--- config.mk ---
export PLATFORM = sky130hd
export DESIGN_NAME = shell_word_splitter_flat
export DESIGN_NICKNAME = d
export VERILOG_FILES = /design/src/rtl/sws_pkg.sv /design/src/rtl/sws_if.sv /design/src/rtl/sws_front.sv /design/src/rtl/sws_back.sv /design/src/rtl/shell_word_splitter.sv /design/src/flat_wrapper.sv
export SDC_FILE = /design/constraint.sdc
export NUM_CORES = 1
export LEC_CHECK = 0
export ABC_AREA = 0
export BUFFER_PORTS_ARGS = -buffer_cell sky130_fd_sc_hd__buf_2
export CORE_UTILIZATION = 60
export CTS_BUF_LIST = sky130_fd_sc_hd__clkbuf_8
export DETAILED_ROUTE_END_ITERATION = 8
export PLACE_DENSITY = 0.79
export SYNTH_ARGS = -nofsm -noshare
export SYNTH_HDL_FRONTEND = slang
export SYNTH_SLANG_ARGS = --single-unit
--- constraint.sdc ---
create_clock -name clk -period 11.4 [get_ports clk]
set_input_delay 0 -clock clk [delete_from_list [all_inputs] [get_ports clk]]
set_output_delay 0 -clock clk [all_outputs]
set_load 0.05 [all_outputs]
--- src/rtl/sws_pkg.sv ---
package sws_pkg;

	typedef enum logic [3:0] {
		ST_START, ST_WORD, ST_BSLASH, ST_DOLLAR, ST_SQ, ST_DQ, ST_DQ_BS, ST_ANSI,
		ST_ANSI_BS, ST_CTRL, ST_HEX1, ST_HEX2, ST_OCT, ST_ERR_QUOTE, ST_ERR_META
	} state_t;

	localparam logic [2:0] K_CHAR  = 3'd0;
	localparam logic [2:0] K_END   = 3'd1;
	localparam logic [2:0] K_OK    = 3'd2;
	localparam logic [2:0] K_QUOTE = 3'd3;
	localparam logic [2:0] K_META  = 3'd4;

	localparam logic [15:0] C_BSL = 16'h5C;
	localparam logic [15:0] C_SQ  = 16'h27;
	localparam logic [15:0] C_DQ  = 16'h22;
	localparam logic [15:0] C_DOL = 16'h24;
	localparam logic [15:0] C_BT  = 16'h60;
	localparam logic [15:0] C_EQ  = 16'h3D;
	localparam logic [15:0] C_X   = 16'h78;

	localparam logic [127:0] META_MAP = {
		8'h38, 8'h00, 8'h00, 8'h01, 8'h10, 8'h00, 8'h00, 8'h00,
		8'hd8, 8'h00, 8'h07, 8'hdc, 8'h00, 8'h00, 8'h00, 8'h00};

	localparam int QDEPTH = 4;
	localparam int QAW = 2;

	// one classified item: up to four results
	typedef struct packed {
		logic [2:0]  n;
		logic [3:0][2:0]  kind;
		logic [3:0][15:0] ch;
	} bundle_t;

	function automatic logic is_space(input logic [15:0] c);
		return c == 16'd32 || (c >= 16'd9 && c <= 16'd13) || c == 16'h85 ||
			c == 16'hA0 || c == 16'h1680 || c == 16'h180E ||
			(c >= 16'h2000 && c <= 16'h200A) || c == 16'h2028 ||
			c == 16'h2029 || c == 16'h202F || c == 16'h205F || c == 16'h3000;
	endfunction

	function automatic logic is_meta(input logic [15:0] c);
		return c < 16'd128 && META_MAP[c[6:0]];
	endfunction

	function automatic logic is_name_start(input logic [15:0] c);
		return c == 16'h5F || (c >= 16'h41 && c <= 16'h5A) ||
			(c >= 16'h61 && c <= 16'h7A);
	endfunction

	function automatic logic [4:0] hex_val(input logic [15:0] c);
		logic [4:0] r;
		r = 5'h10;
		if (c >= 16'h30 && c <= 16'h39) r = {1'b0, c[3:0]};
		else if ((c >= 16'h41 && c <= 16'h46) || (c >= 16'h61 && c <= 16'h66))
			r = {1'b0, c[3:0] + 4'd9};
		return r;
	endfunction

endpackage

--- src/rtl/sws_if.sv ---
interface sws_in_if;
	logic        valid;
	logic        ready;
	logic        mode;
	logic [15:0] code_point;
	modport source (output valid, mode, code_point, input ready);
	modport sink (input valid, mode, code_point, output ready);
endinterface

interface sws_out_if;
	logic        valid;
	logic        ready;
	logic [2:0]  kind;
	logic [15:0] char_out;
	modport source (output valid, kind, char_out, input ready);
	modport sink (input valid, kind, char_out, output ready);
endinterface

--- src/rtl/sws_front.sv ---
module sws_front (
	input  logic              clk,
	input  logic              arst_n,
	input  logic              abort_on_meta,
	input  logic              take,
	input  logic              mode,
	input  logic [15:0]       code_point,
	output sws_pkg::bundle_t  bundle
);
	sws_pkg::state_t st_q, st_d;
	logic [8:0] ev_q, ev_d;
	logic [1:0] dc_q, dc_d;
	logic fw_q, fw_d, ac_q, ac_d, err_q, err_d;

	always_comb begin
		sws_pkg::bundle_t b;
		logic [15:0] c;
		logic [4:0] h;
		logic seg, wch, ach, stop;
		logic [15:0] ctl;
		logic [8:0] nv;
		logic [1:0] nc;
		b = '0;
		c = code_point;
		h = sws_pkg::hex_val(c);
		seg = 1'b0; wch = 1'b0; ach = 1'b0; stop = 1'b0;
		ctl = '0; nv = '0; nc = '0;
		st_d = st_q; ev_d = ev_q; dc_d = dc_q; fw_d = fw_q; ac_d = ac_q;
		err_d = err_q;
		if (mode) begin
			if (err_q) begin
				b.kind[0] = (st_q == sws_pkg::ST_ERR_META) ? sws_pkg::K_META : sws_pkg::K_QUOTE;
				b.n = 3'd1;
			end else if (st_q == sws_pkg::ST_START) begin
				b.kind[0] = sws_pkg::K_OK; b.n = 3'd1;
			end else if (st_q == sws_pkg::ST_WORD) begin
				b.kind[0] = sws_pkg::K_END; b.kind[1] = sws_pkg::K_OK; b.n = 3'd2;
			end else if (st_q == sws_pkg::ST_DOLLAR) begin
				if (abort_on_meta) begin
					b.kind[0] = sws_pkg::K_META; b.n = 3'd1;
				end else begin
					b.kind[0] = sws_pkg::K_CHAR; b.ch[0] = sws_pkg::C_DOL;
					b.kind[1] = sws_pkg::K_END; b.kind[2] = sws_pkg::K_OK; b.n = 3'd3;
				end
			end else begin
				b.kind[0] = sws_pkg::K_QUOTE; b.n = 3'd1;
			end
			st_d = sws_pkg::ST_START; ev_d = '0; dc_d = '0; fw_d = 1'b1;
			ac_d = 1'b0; err_d = 1'b0;
		end else if (!err_q) begin
			if (ac_q) begin
				if (c == sws_pkg::C_EQ) begin
					st_d = sws_pkg::ST_ERR_META; err_d = 1'b1; stop = 1'b1;
				end else if (!sws_pkg::is_name_start(c) && !(c >= 16'h30 && c <= 16'h39))
					ac_d = 1'b0;
			end
			if (!stop) begin
				case (st_q)
					sws_pkg::ST_START: begin
						if (!sws_pkg::is_space(c)) begin
							if (abort_on_meta && fw_q && sws_pkg::is_name_start(c)) ac_d = 1'b1;
							seg = 1'b1;
						end
					end
					sws_pkg::ST_WORD: wch = 1'b1;
					sws_pkg::ST_BSLASH: begin
						if (!sws_pkg::is_space(c) && !(abort_on_meta ? sws_pkg::is_meta(c) :
							(c == sws_pkg::C_BSL || c == sws_pkg::C_SQ ||
							c == sws_pkg::C_DQ || c == sws_pkg::C_DOL))) begin
							b.ch[b.n[1:0]] = sws_pkg::C_BSL; b.n = b.n + 3'd1;
						end
						b.ch[b.n[1:0]] = c; b.n = b.n + 3'd1;
						st_d = sws_pkg::ST_WORD;
					end
					sws_pkg::ST_DOLLAR: begin
						if (c == sws_pkg::C_SQ) st_d = sws_pkg::ST_ANSI;
						else if (abort_on_meta) begin
							st_d = sws_pkg::ST_ERR_META; err_d = 1'b1;
						end else begin
							b.ch[0] = sws_pkg::C_DOL; b.n = 3'd1;
							st_d = sws_pkg::ST_WORD; wch = 1'b1;
						end
					end
					sws_pkg::ST_SQ: begin
						if (c == sws_pkg::C_SQ) st_d = sws_pkg::ST_WORD;
						else begin
							b.ch[0] = c; b.n = 3'd1;
						end
					end
					sws_pkg::ST_DQ: begin
						if (c == sws_pkg::C_DQ) st_d = sws_pkg::ST_WORD;
						else if (c == sws_pkg::C_BSL) st_d = sws_pkg::ST_DQ_BS;
						else if (abort_on_meta && (c == sws_pkg::C_DOL || c == sws_pkg::C_BT)) begin
							st_d = sws_pkg::ST_ERR_META; err_d = 1'b1;
						end else begin
							b.ch[0] = c; b.n = 3'd1;
						end
					end
					sws_pkg::ST_DQ_BS: begin
						if (c != sws_pkg::C_DQ && c != sws_pkg::C_BSL &&
							!(abort_on_meta && (c == sws_pkg::C_DOL || c == sws_pkg::C_BT))) begin
							b.ch[0] = sws_pkg::C_BSL; b.n = 3'd1;
						end
						b.ch[b.n[1:0]] = c; b.n = b.n + 3'd1;
						st_d = sws_pkg::ST_DQ;
					end
					sws_pkg::ST_ANSI: ach = 1'b1;
					sws_pkg::ST_ANSI_BS: begin
						st_d = sws_pkg::ST_ANSI;
						b.n = 3'd1;
						case (c)
							16'h61: b.ch[0] = 16'd7;
							16'h62: b.ch[0] = 16'd8;
							16'h65: b.ch[0] = 16'd27;
							16'h66: b.ch[0] = 16'd12;
							16'h6E: b.ch[0] = 16'd10;
							16'h72: b.ch[0] = 16'd13;
							16'h74: b.ch[0] = 16'd9;
							sws_pkg::C_BSL: b.ch[0] = sws_pkg::C_BSL;
							sws_pkg::C_SQ: b.ch[0] = sws_pkg::C_SQ;
							16'h63: begin b.n = 3'd0; st_d = sws_pkg::ST_CTRL; end
							sws_pkg::C_X: begin b.n = 3'd0; st_d = sws_pkg::ST_HEX1; end
							default: begin
								if (c >= 16'h30 && c <= 16'h37) begin
									b.n = 3'd0; ev_d = {6'd0, c[2:0]}; dc_d = 2'd1;
									st_d = sws_pkg::ST_OCT;
								end else begin
									b.ch[0] = sws_pkg::C_BSL; b.ch[1] = c; b.n = 3'd2;
								end
							end
						endcase
					end
					sws_pkg::ST_CTRL: begin
						ctl = (c <= 16'hFF) ? c : 16'd0;
						b.ch[0] = {11'd0, ctl[4:0]}; b.n = 3'd1;
						st_d = sws_pkg::ST_ANSI;
					end
					sws_pkg::ST_HEX1: begin
						if (!h[4]) begin
							ev_d = {5'd0, h[3:0]}; st_d = sws_pkg::ST_HEX2;
						end else begin
							b.ch[0] = sws_pkg::C_BSL; b.ch[1] = sws_pkg::C_X; b.n = 3'd2;
							st_d = sws_pkg::ST_ANSI; ach = 1'b1;
						end
					end
					sws_pkg::ST_HEX2: begin
						st_d = sws_pkg::ST_ANSI;
						b.n = 3'd1;
						if (!h[4]) b.ch[0] = {8'd0, ev_q[3:0], h[3:0]};
						else begin
							b.ch[0] = {7'd0, ev_q}; ach = 1'b1;
						end
					end
					sws_pkg::ST_OCT: begin
						if (c >= 16'h30 && c <= 16'h37) begin
							nv = {ev_q[5:0], c[2:0]};
							nc = dc_q + 2'd1;
							ev_d = nv; dc_d = nc;
							if (nc == 2'd3) begin
								b.ch[0] = {7'd0, nv}; b.n = 3'd1; st_d = sws_pkg::ST_ANSI;
							end
						end else begin
							b.ch[0] = {7'd0, ev_q}; b.n = 3'd1;
							st_d = sws_pkg::ST_ANSI; ach = 1'b1;
						end
					end
					default: begin
						st_d = sws_pkg::ST_ERR_QUOTE; err_d = 1'b1;
					end
				endcase
				if (wch) begin
					if (sws_pkg::is_space(c)) begin
						b.kind[b.n[1:0]] = sws_pkg::K_END; b.ch[b.n[1:0]] = '0;
						b.n = b.n + 3'd1;
						fw_d = 1'b0; st_d = sws_pkg::ST_START;
					end else seg = 1'b1;
				end
				if (seg) begin
					if (c == sws_pkg::C_SQ) st_d = sws_pkg::ST_SQ;
					else if (c == sws_pkg::C_DQ) st_d = sws_pkg::ST_DQ;
					else if (c == sws_pkg::C_DOL) st_d = sws_pkg::ST_DOLLAR;
					else if (c == sws_pkg::C_BSL) st_d = sws_pkg::ST_BSLASH;
					else if (abort_on_meta && sws_pkg::is_meta(c)) begin
						st_d = sws_pkg::ST_ERR_META; err_d = 1'b1;
					end else begin
						b.ch[b.n[1:0]] = c; b.n = b.n + 3'd1; st_d = sws_pkg::ST_WORD;
					end
				end
				if (ach) begin
					if (c == sws_pkg::C_SQ) st_d = sws_pkg::ST_WORD;
					else if (c == sws_pkg::C_BSL) st_d = sws_pkg::ST_ANSI_BS;
					else begin
						b.ch[b.n[1:0]] = c; b.n = b.n + 3'd1;
					end
				end
			end
		end
		bundle = b;
	end

	always_ff @(posedge clk or negedge arst_n) begin
		if (!arst_n) begin
			st_q <= sws_pkg::ST_START; ev_q <= '0; dc_q <= '0; fw_q <= 1'b1;
			ac_q <= 1'b0; err_q <= 1'b0;
		end else if (take) begin
			st_q <= st_d; ev_q <= ev_d; dc_q <= dc_d; fw_q <= fw_d;
			ac_q <= ac_d; err_q <= err_d;
		end
	end
endmodule

--- src/rtl/sws_back.sv ---
module sws_back (
	input  logic             clk,
	input  logic             arst_n,
	input  logic             push,
	input  sws_pkg::bundle_t bundle,
	output logic             full,
	sws_out_if.source        out
);
	sws_pkg::bundle_t mem_q [sws_pkg::QDEPTH];
	logic [sws_pkg::QAW-1:0] wp_q, rp_q;
	logic [sws_pkg::QAW:0] cnt_q;
	logic [1:0] sub_q;
	sws_pkg::bundle_t head;
	logic empty, pop_item, fire;

	assign empty = cnt_q == '0;
	assign head = mem_q[rp_q];
	assign out.valid = !empty;
	assign out.kind = head.kind[sub_q];
	assign out.char_out = head.ch[sub_q];
	assign fire = out.valid && out.ready;
	assign pop_item = fire && ({1'b0, sub_q} + 3'd1 == head.n);
	assign full = cnt_q == sws_pkg::QDEPTH[sws_pkg::QAW:0] && !pop_item;

	always_ff @(posedge clk) begin
		if (push) mem_q[wp_q] <= bundle;
	end

	always_ff @(posedge clk or negedge arst_n) begin
		if (!arst_n) begin
			wp_q <= '0; rp_q <= '0; cnt_q <= '0; sub_q <= '0;
		end else begin
			if (push) wp_q <= wp_q + 1'b1;
			if (pop_item) begin
				rp_q <= rp_q + 1'b1; sub_q <= '0;
			end else if (fire) sub_q <= sub_q + 1'b1;
			cnt_q <= cnt_q + {2'd0, push} - {2'd0, pop_item};
		end
	end
endmodule

--- src/rtl/shell_word_splitter.sv ---
// channel  | dir | fields
// in       | in  | mode, code_point
// out      | out | kind, char_out
// apb      | in  | abort_on_meta at 0x0
// One item per cycle; in.ready drops only when the result queue is full. The
// front parser is a state machine. Each item yields 0..3 results queued as
// one entry (4 entries) and drained one result per cycle while out.ready is
// set; rate is bounded by results, not items. Reset clears parse state.
module shell_word_splitter (
	input  logic        clk,
	input  logic        arst_n,
	input  logic        psel,
	input  logic        penable,
	input  logic        pwrite,
	input  logic [1:0]  paddr,
	input  logic [31:0] pwdata,
	output logic [31:0] prdata,
	output logic        pready,
	sws_in_if.sink      in,
	sws_out_if.source   out
);
	logic aom_q, full, take;
	sws_pkg::bundle_t bundle;

	assign pready = 1'b1;
	assign prdata = (paddr == 2'd0) ? {31'd0, aom_q} : 32'd0;

	always_ff @(posedge clk or negedge arst_n) begin
		if (!arst_n) aom_q <= 1'b0;
		else if (psel && penable && pwrite && paddr == 2'd0) aom_q <= pwdata[0];
	end

	assign in.ready = !full;
	assign take = in.valid && !full;

	sws_front u_front (
		.clk, .arst_n, .abort_on_meta(aom_q), .take,
		.mode(in.mode), .code_point(in.code_point), .bundle
	);

	sws_back u_back (
		.clk, .arst_n, .push(take && bundle.n != 3'd0), .bundle, .full, .out
	);
endmodule

--- src/flat_wrapper.sv ---
// flat-port wrapper written by rule: the top's interface ports become plain ports
module shell_word_splitter_flat 
  (clk, arst_n, psel, penable, pwrite, paddr, pwdata, prdata, pready, in_valid, in_mode, in_code_point, in_ready, out_valid, out_kind, out_char_out, out_ready);
  sws_in_if in_i ();
  sws_out_if out_i ();
  input  logic clk;
  input  logic arst_n;
  input  logic psel;
  input  logic penable;
  input  logic pwrite;
  input  logic [1:0] paddr;
  input  logic [31:0] pwdata;
  output logic [31:0] prdata;
  output logic pready;
  input wire logic [$bits(in_i.valid)-1:0] in_valid;
  input wire logic [$bits(in_i.mode)-1:0] in_mode;
  input wire logic [$bits(in_i.code_point)-1:0] in_code_point;
  output wire logic [$bits(in_i.ready)-1:0] in_ready;
  output wire logic [$bits(out_i.valid)-1:0] out_valid;
  output wire logic [$bits(out_i.kind)-1:0] out_kind;
  output wire logic [$bits(out_i.char_out)-1:0] out_char_out;
  input wire logic [$bits(out_i.ready)-1:0] out_ready;
  assign in_i.valid = in_valid;
  assign in_i.mode = in_mode;
  assign in_i.code_point = in_code_point;
  assign in_ready = in_i.ready;
  assign out_valid = out_i.valid;
  assign out_kind = out_i.kind;
  assign out_char_out = out_i.char_out;
  assign out_i.ready = out_ready;
  shell_word_splitter u_core (.clk(clk), .arst_n(arst_n), .psel(psel), .penable(penable), .pwrite(pwrite), .paddr(paddr), .pwdata(pwdata), .prdata(prdata), .pready(pready), .in(in_i), .out(out_i));
endmodule
==> Implementation_results.wiki <==
{| class="wikitable"
! Metric !! Value
|-
| Combined global-route utilization of all metal layers || 29.2%
|-
| Starting utilization of the core area || 61.4%
|-
| Via-to-Cell Ratio || 6.63
|-
| Achievable frequency || 132 MHz
|-
| Placeable core area || 0.0270 mm^2
|-
| Number of buffers created by CTS || 51
|-
| Setup repair after global routing missed its margin || false
|-
| Hpwl dp || 26800 um
|-
| Number of antenna violations at the first check in global routing || 0
|-
| Final number of hold-violating endpoints || 0
|-
| Fin Clk Skew || 0.0211 ns
|-
| Largest vdd supply drop || 0.175 mV
|-
| Diodes inserted || 0
|-
| Detailed-route DRC error count || 0
|-
| Signed area change from the synthesized netlist to the final layout || 9.34%
|-
| CTS Root Buffer Type || sky130_fd_sc_hd__clkbuf_8
|-
| Element type at the critical path start || input port
|-
| Seq/Total Area, Yosys || 58.5%
|-
| Sum Neg Setup Slack || 0 ns
|-
| Yosys reg bits || 328
|-
| Data required time of the worst path || 11.60 ns
|-
| Count of maximum capacitance violations || 0
|-
| Result of the run || complete, no violations
|-
| Routed length per instance || 25.1 um
|-
| Number of I/O port buffers || 48
|-
| Final slew viol count || 0
|-
| Setup crit end kind || flip-flop
|-
| Proportion of netlist area held by the largest area contributor || 54.3%
|-
| First-pass GRT wire length || 62000 um
|-
| Cell depth of the worst flop-to-flop path || 18
|-
| Top cells by count, synth || 300 x sky130_fd_sc_hd__edfxtp_1, 92 x sky130_fd_sc_hd__mux4_2, 81 x sky130_fd_sc_hd__nand2_1, 68 x sky130_fd_sc_hd__nor2_1, 54 x sky130_fd_sc_hd__a21oi_1
|-
| Category of the critical setup timing path || input port to flip-flop
|-
| Power per Cell Area || 258 mW/mm^2
|-
| Worst-Margin Slew || 1.19 ns
|-
| Row Count || 60
|-
| Top FF cell, synth || sky130_fd_sc_hd__edfxtp_1
|-
| Number of enable-type register cells in the synthesized netlist || 300
|-
| Ordered list of cells on the worst path || dlygate4sd3_1 > buf_2 > inv_1 > ha_1 > or4b_1 > or3_1 > a31o_1 > and4_1 > o211ai_4 > nand2_1 > nor2_1 > ha_1 > nand2_1 > nand4_4 > ha_1 > inv_1 > a21o_1 > ha_1 > o31ai_1 > a32oi_2 > o21ai_4 > a211oi_2 > nor3b_2 > buf_4
|-
| Mean instance size in the synthesized netlist || 14.1 um^2
|-
| Horizontal die dimension || 168 um
|-
| End of the worst register-to-register path || u_core.u_back.mem_q[1][48]
|-
| Overflow after GRT || 0
|-
| Clock-pin slew of the registers on the worst-case setup and hold paths || 0.06 ns
|-
| Proportion of layout cells with a drive suffix above 1 || 22.1%
|-
| Category of cells accounting for the largest share of critical-path delay || simple AND/OR/NAND/NOR gates
|-
| Number of detailed-route iterations in the first pass || 6
|-
| Count of final setup violators || 0
|-
| Async set or reset register ratio after synthesis || 8.54%
|-
| Boundary Pins || 112
|-
| Y dimension of the die || 168 um
|-
| Skew-Pair Late Insertion Delay || 0.59 ns
|-
| Top cell type by total area after synthesis || sky130_fd_sc_hd__edfxtp_1
|-
| Fill cells || 1918
|-
| Number of nets in the layout || 1328
|-
| Arrival time at the worst endpoint || 7.76 ns
|-
| Weighted congestion at the end of routability-driven global placement || 0.983
|-
| Final Hold Slack || 0.0130 ns
|-
| Post-CTS setup buffers || 0
|-
| Maximum net fanout on the critical path || 66
|-
| Largest incremental delay on the critical path || 0.95 ns
|-
| Die area || 0.0283 mm^2
|-
| Wirelength, routed || 40800 um
|-
| Clock tree from TritonCTS || done
|-
| R2R Setup Slk || 4.29 ns
|-
| Core utilization of the finished layout || 67.2%
|-
| Origin of the critical flop-to-flop path || u_core.aom_q
|-
| Tmin final || 7.56 ns
|-
| Buffering stage count on the worst path with inverters included || 5
|-
| Crit-path slowest cell || sky130_fd_sc_hd__nor3b_2
|-
| Post-detailed-route count of antenna-violating nets || 0
|-
| Iteration-0 DRC Markers || 1259
|-
| Hold crit path type || input port to asynchronous set/reset pin
|-
| Via count || 10800
|-
| Most used standard cell by instance count after synthesis || sky130_fd_sc_hd__edfxtp_1
|-
| LEAKAGE || 6.42 nW
|-
| Post-synthesis instance area || 0.0166 mm^2
|-
| Synth Warn # || 0
|-
| Cell repeated most along the worst path || sky130_fd_sc_hd__ha_1
|-
| Maximum number of pins on one net before global-route repair || 67
|-
| Distinct cell type count after synthesis || 105
|-
| Number of cells produced by synthesis || 1179
|-
| Number of sinks driven by the clock tree || 328
|-
| Via count of the first global-routing pass || 10600
|-
| Top cells by area in the synthesized netlist || sky130_fd_sc_hd__edfxtp_1 54%, sky130_fd_sc_hd__mux4_2 12%, sky130_fd_sc_hd__dfrtp_1 4.1%, sky130_fd_sc_hd__ha_1 2.0%, sky130_fd_sc_hd__nand2_1 1.8%
|-
| Headroom to the max-slew limit || 20.0%
|-
| Ratio of final minimum period to clock period || 66.3%
|-
| Maximum number of buffers from clock root to sink || 3
|-
| Clock H-tree levels || 2
|}
## state kept, by name, indices dropped and copies added (netlist names)
signal / count
u_core.u_front.dc_q: 2
u_core.u_back.cnt_q: 3
u_core.u_front.err_q: 1
u_core.u_back.mem_q: 300
u_core.u_front.ev_q: 9
u_core.u_back.sub_q: 2
u_core.u_front.fw_q: 1
u_core.u_back.rp_q: 2
u_core.u_front.ac_q: 1
u_core.aom_q: 1
u_core.u_back.wp_q: 2
u_core.u_front.st_q: 4
## layer usage
metal | share of wire [%] | up-vias | wire length, um | track usage, %
li1 | - | 4737 | - | -
met1 | 41 | 5436 | 16600 | 41.1
met2 | 48 | 518 | 19600 | 46.0
met3 | 7.8 | 80 | 3180 | 4.82
met4 | 3.5 | 0 | 1440 | 11.7
met5 | 0 | - | 0 | 0
## worst max path at each step
stage	start	to	cells after the start	slack (ns)
2_1_floorplan	in_code_point[0]	u_core.u_back.mem_q[0][0]	22	1.04
3_3_place_gp	in_code_point[0]	u_core.u_back.mem_q[1][32]	23	3.97
3_5_place_dp	in_code_point[0]	u_core.u_back.mem_q[1][32]	23	3.92
4_1_cts	in_code_point[0]	u_core.u_back.mem_q[1][0]	24	3.97
5_1_grt	in_code_point[0]	u_core.u_back.mem_q[1][0]	24	3.60
6_report	in_code_point[0]	u_core.u_back.mem_q[1][48]	24	3.84
## cell usage in the layout, fill, tap and decap left out, drive strengths merged, types with 8 or more instances in the layout
cell type / netlist / layout
edfxtp: 300 / 300
nor2: 70 / 70
nand3: 28 / 28
mux4: 92 / 92
conb: 2 / 32
xnor2: 9 / 9
nand2: 83 / 83
dlygate4sd3: 0 / 15
dfrtp: 27 / 27
nor2b: 21 / 21
mux2i: 9 / 9
a31oi: 13 / 13
nor3b: 10 / 10
a21oi: 56 / 56
a211oi: 10 / 10
nand4: 10 / 10
ha: 26 / 26
clkbuf: 41 / 52
inv: 32 / 51
buf: 59 / 66
nor3: 23 / 23
or2: 11 / 11
o21ai: 43 / 43
nand2b: 11 / 11
clkinv: 2 / 22
and3: 31 / 31
or3: 10 / 10
o211ai: 8 / 8
## stage by stage
stage / instance area, um^2 / setup WS (ns) / std cells / total power, mW
6_report: 18200 / 3.84 / 1625 / 4.69
5_1_grt: 18200 / 3.60 / 1625 / 4.89
4_1_cts: 18200 / 3.97 / 1625 / 4.71
3_5_place_dp: 17000 / 3.92 / 1516 / 3.77
3_3_place_gp: 17000 / 3.97 / 1516 / 3.71
2_1_floorplan: 16700 / 1.04 / 1209 / 3.30
## power by group
| part | switching [mW] | total (mW) | internal, mW | leakage, nW |
|---|---|---|---|---|
| clock | 0.457 | 0.936 | 0.479 | 0.565 |
| combinational | 1.21 | 1.92 | 0.710 | 2.67 |
| sequential | 0.146 | 1.83 | 1.69 | 3.18 |
| total | 1.81 | 4.69 | 2.88 | 6.42 |
## what timing repair did
action,in CTS,in global routing
resized for setup,0,0
hold endpoints to repair,156,0
hold buffers,15,0
## layout make-up
class                           count  area, um^2  share of cell area [%]
Sequential cell                   328        9720                    53.5
Clock inverter                     42         268                    1.47
Timing Repair Buffer               81         526                    2.89
Multi-Input combinational cell    747        6370                    35.1
Tap cell                          341         427                    2.35
Clock buffer                       52         716                    3.94
Inverter                           34         133                   0.731
## cell families after synthesis
kind of cell / share of synthesized area, %
other: 0.0452
XOR/XNOR: 0.686
flip-flops: 58.5
AND/OR/NAND/NOR: 11.9
adder cells (fa/ha/maj): 2.14
buffers and inverters: 4.01
multiplexers: 13.4
AO/OA/AOI/OAI: 9.37
No activity file was read; power rests on OpenSTA's default activity.
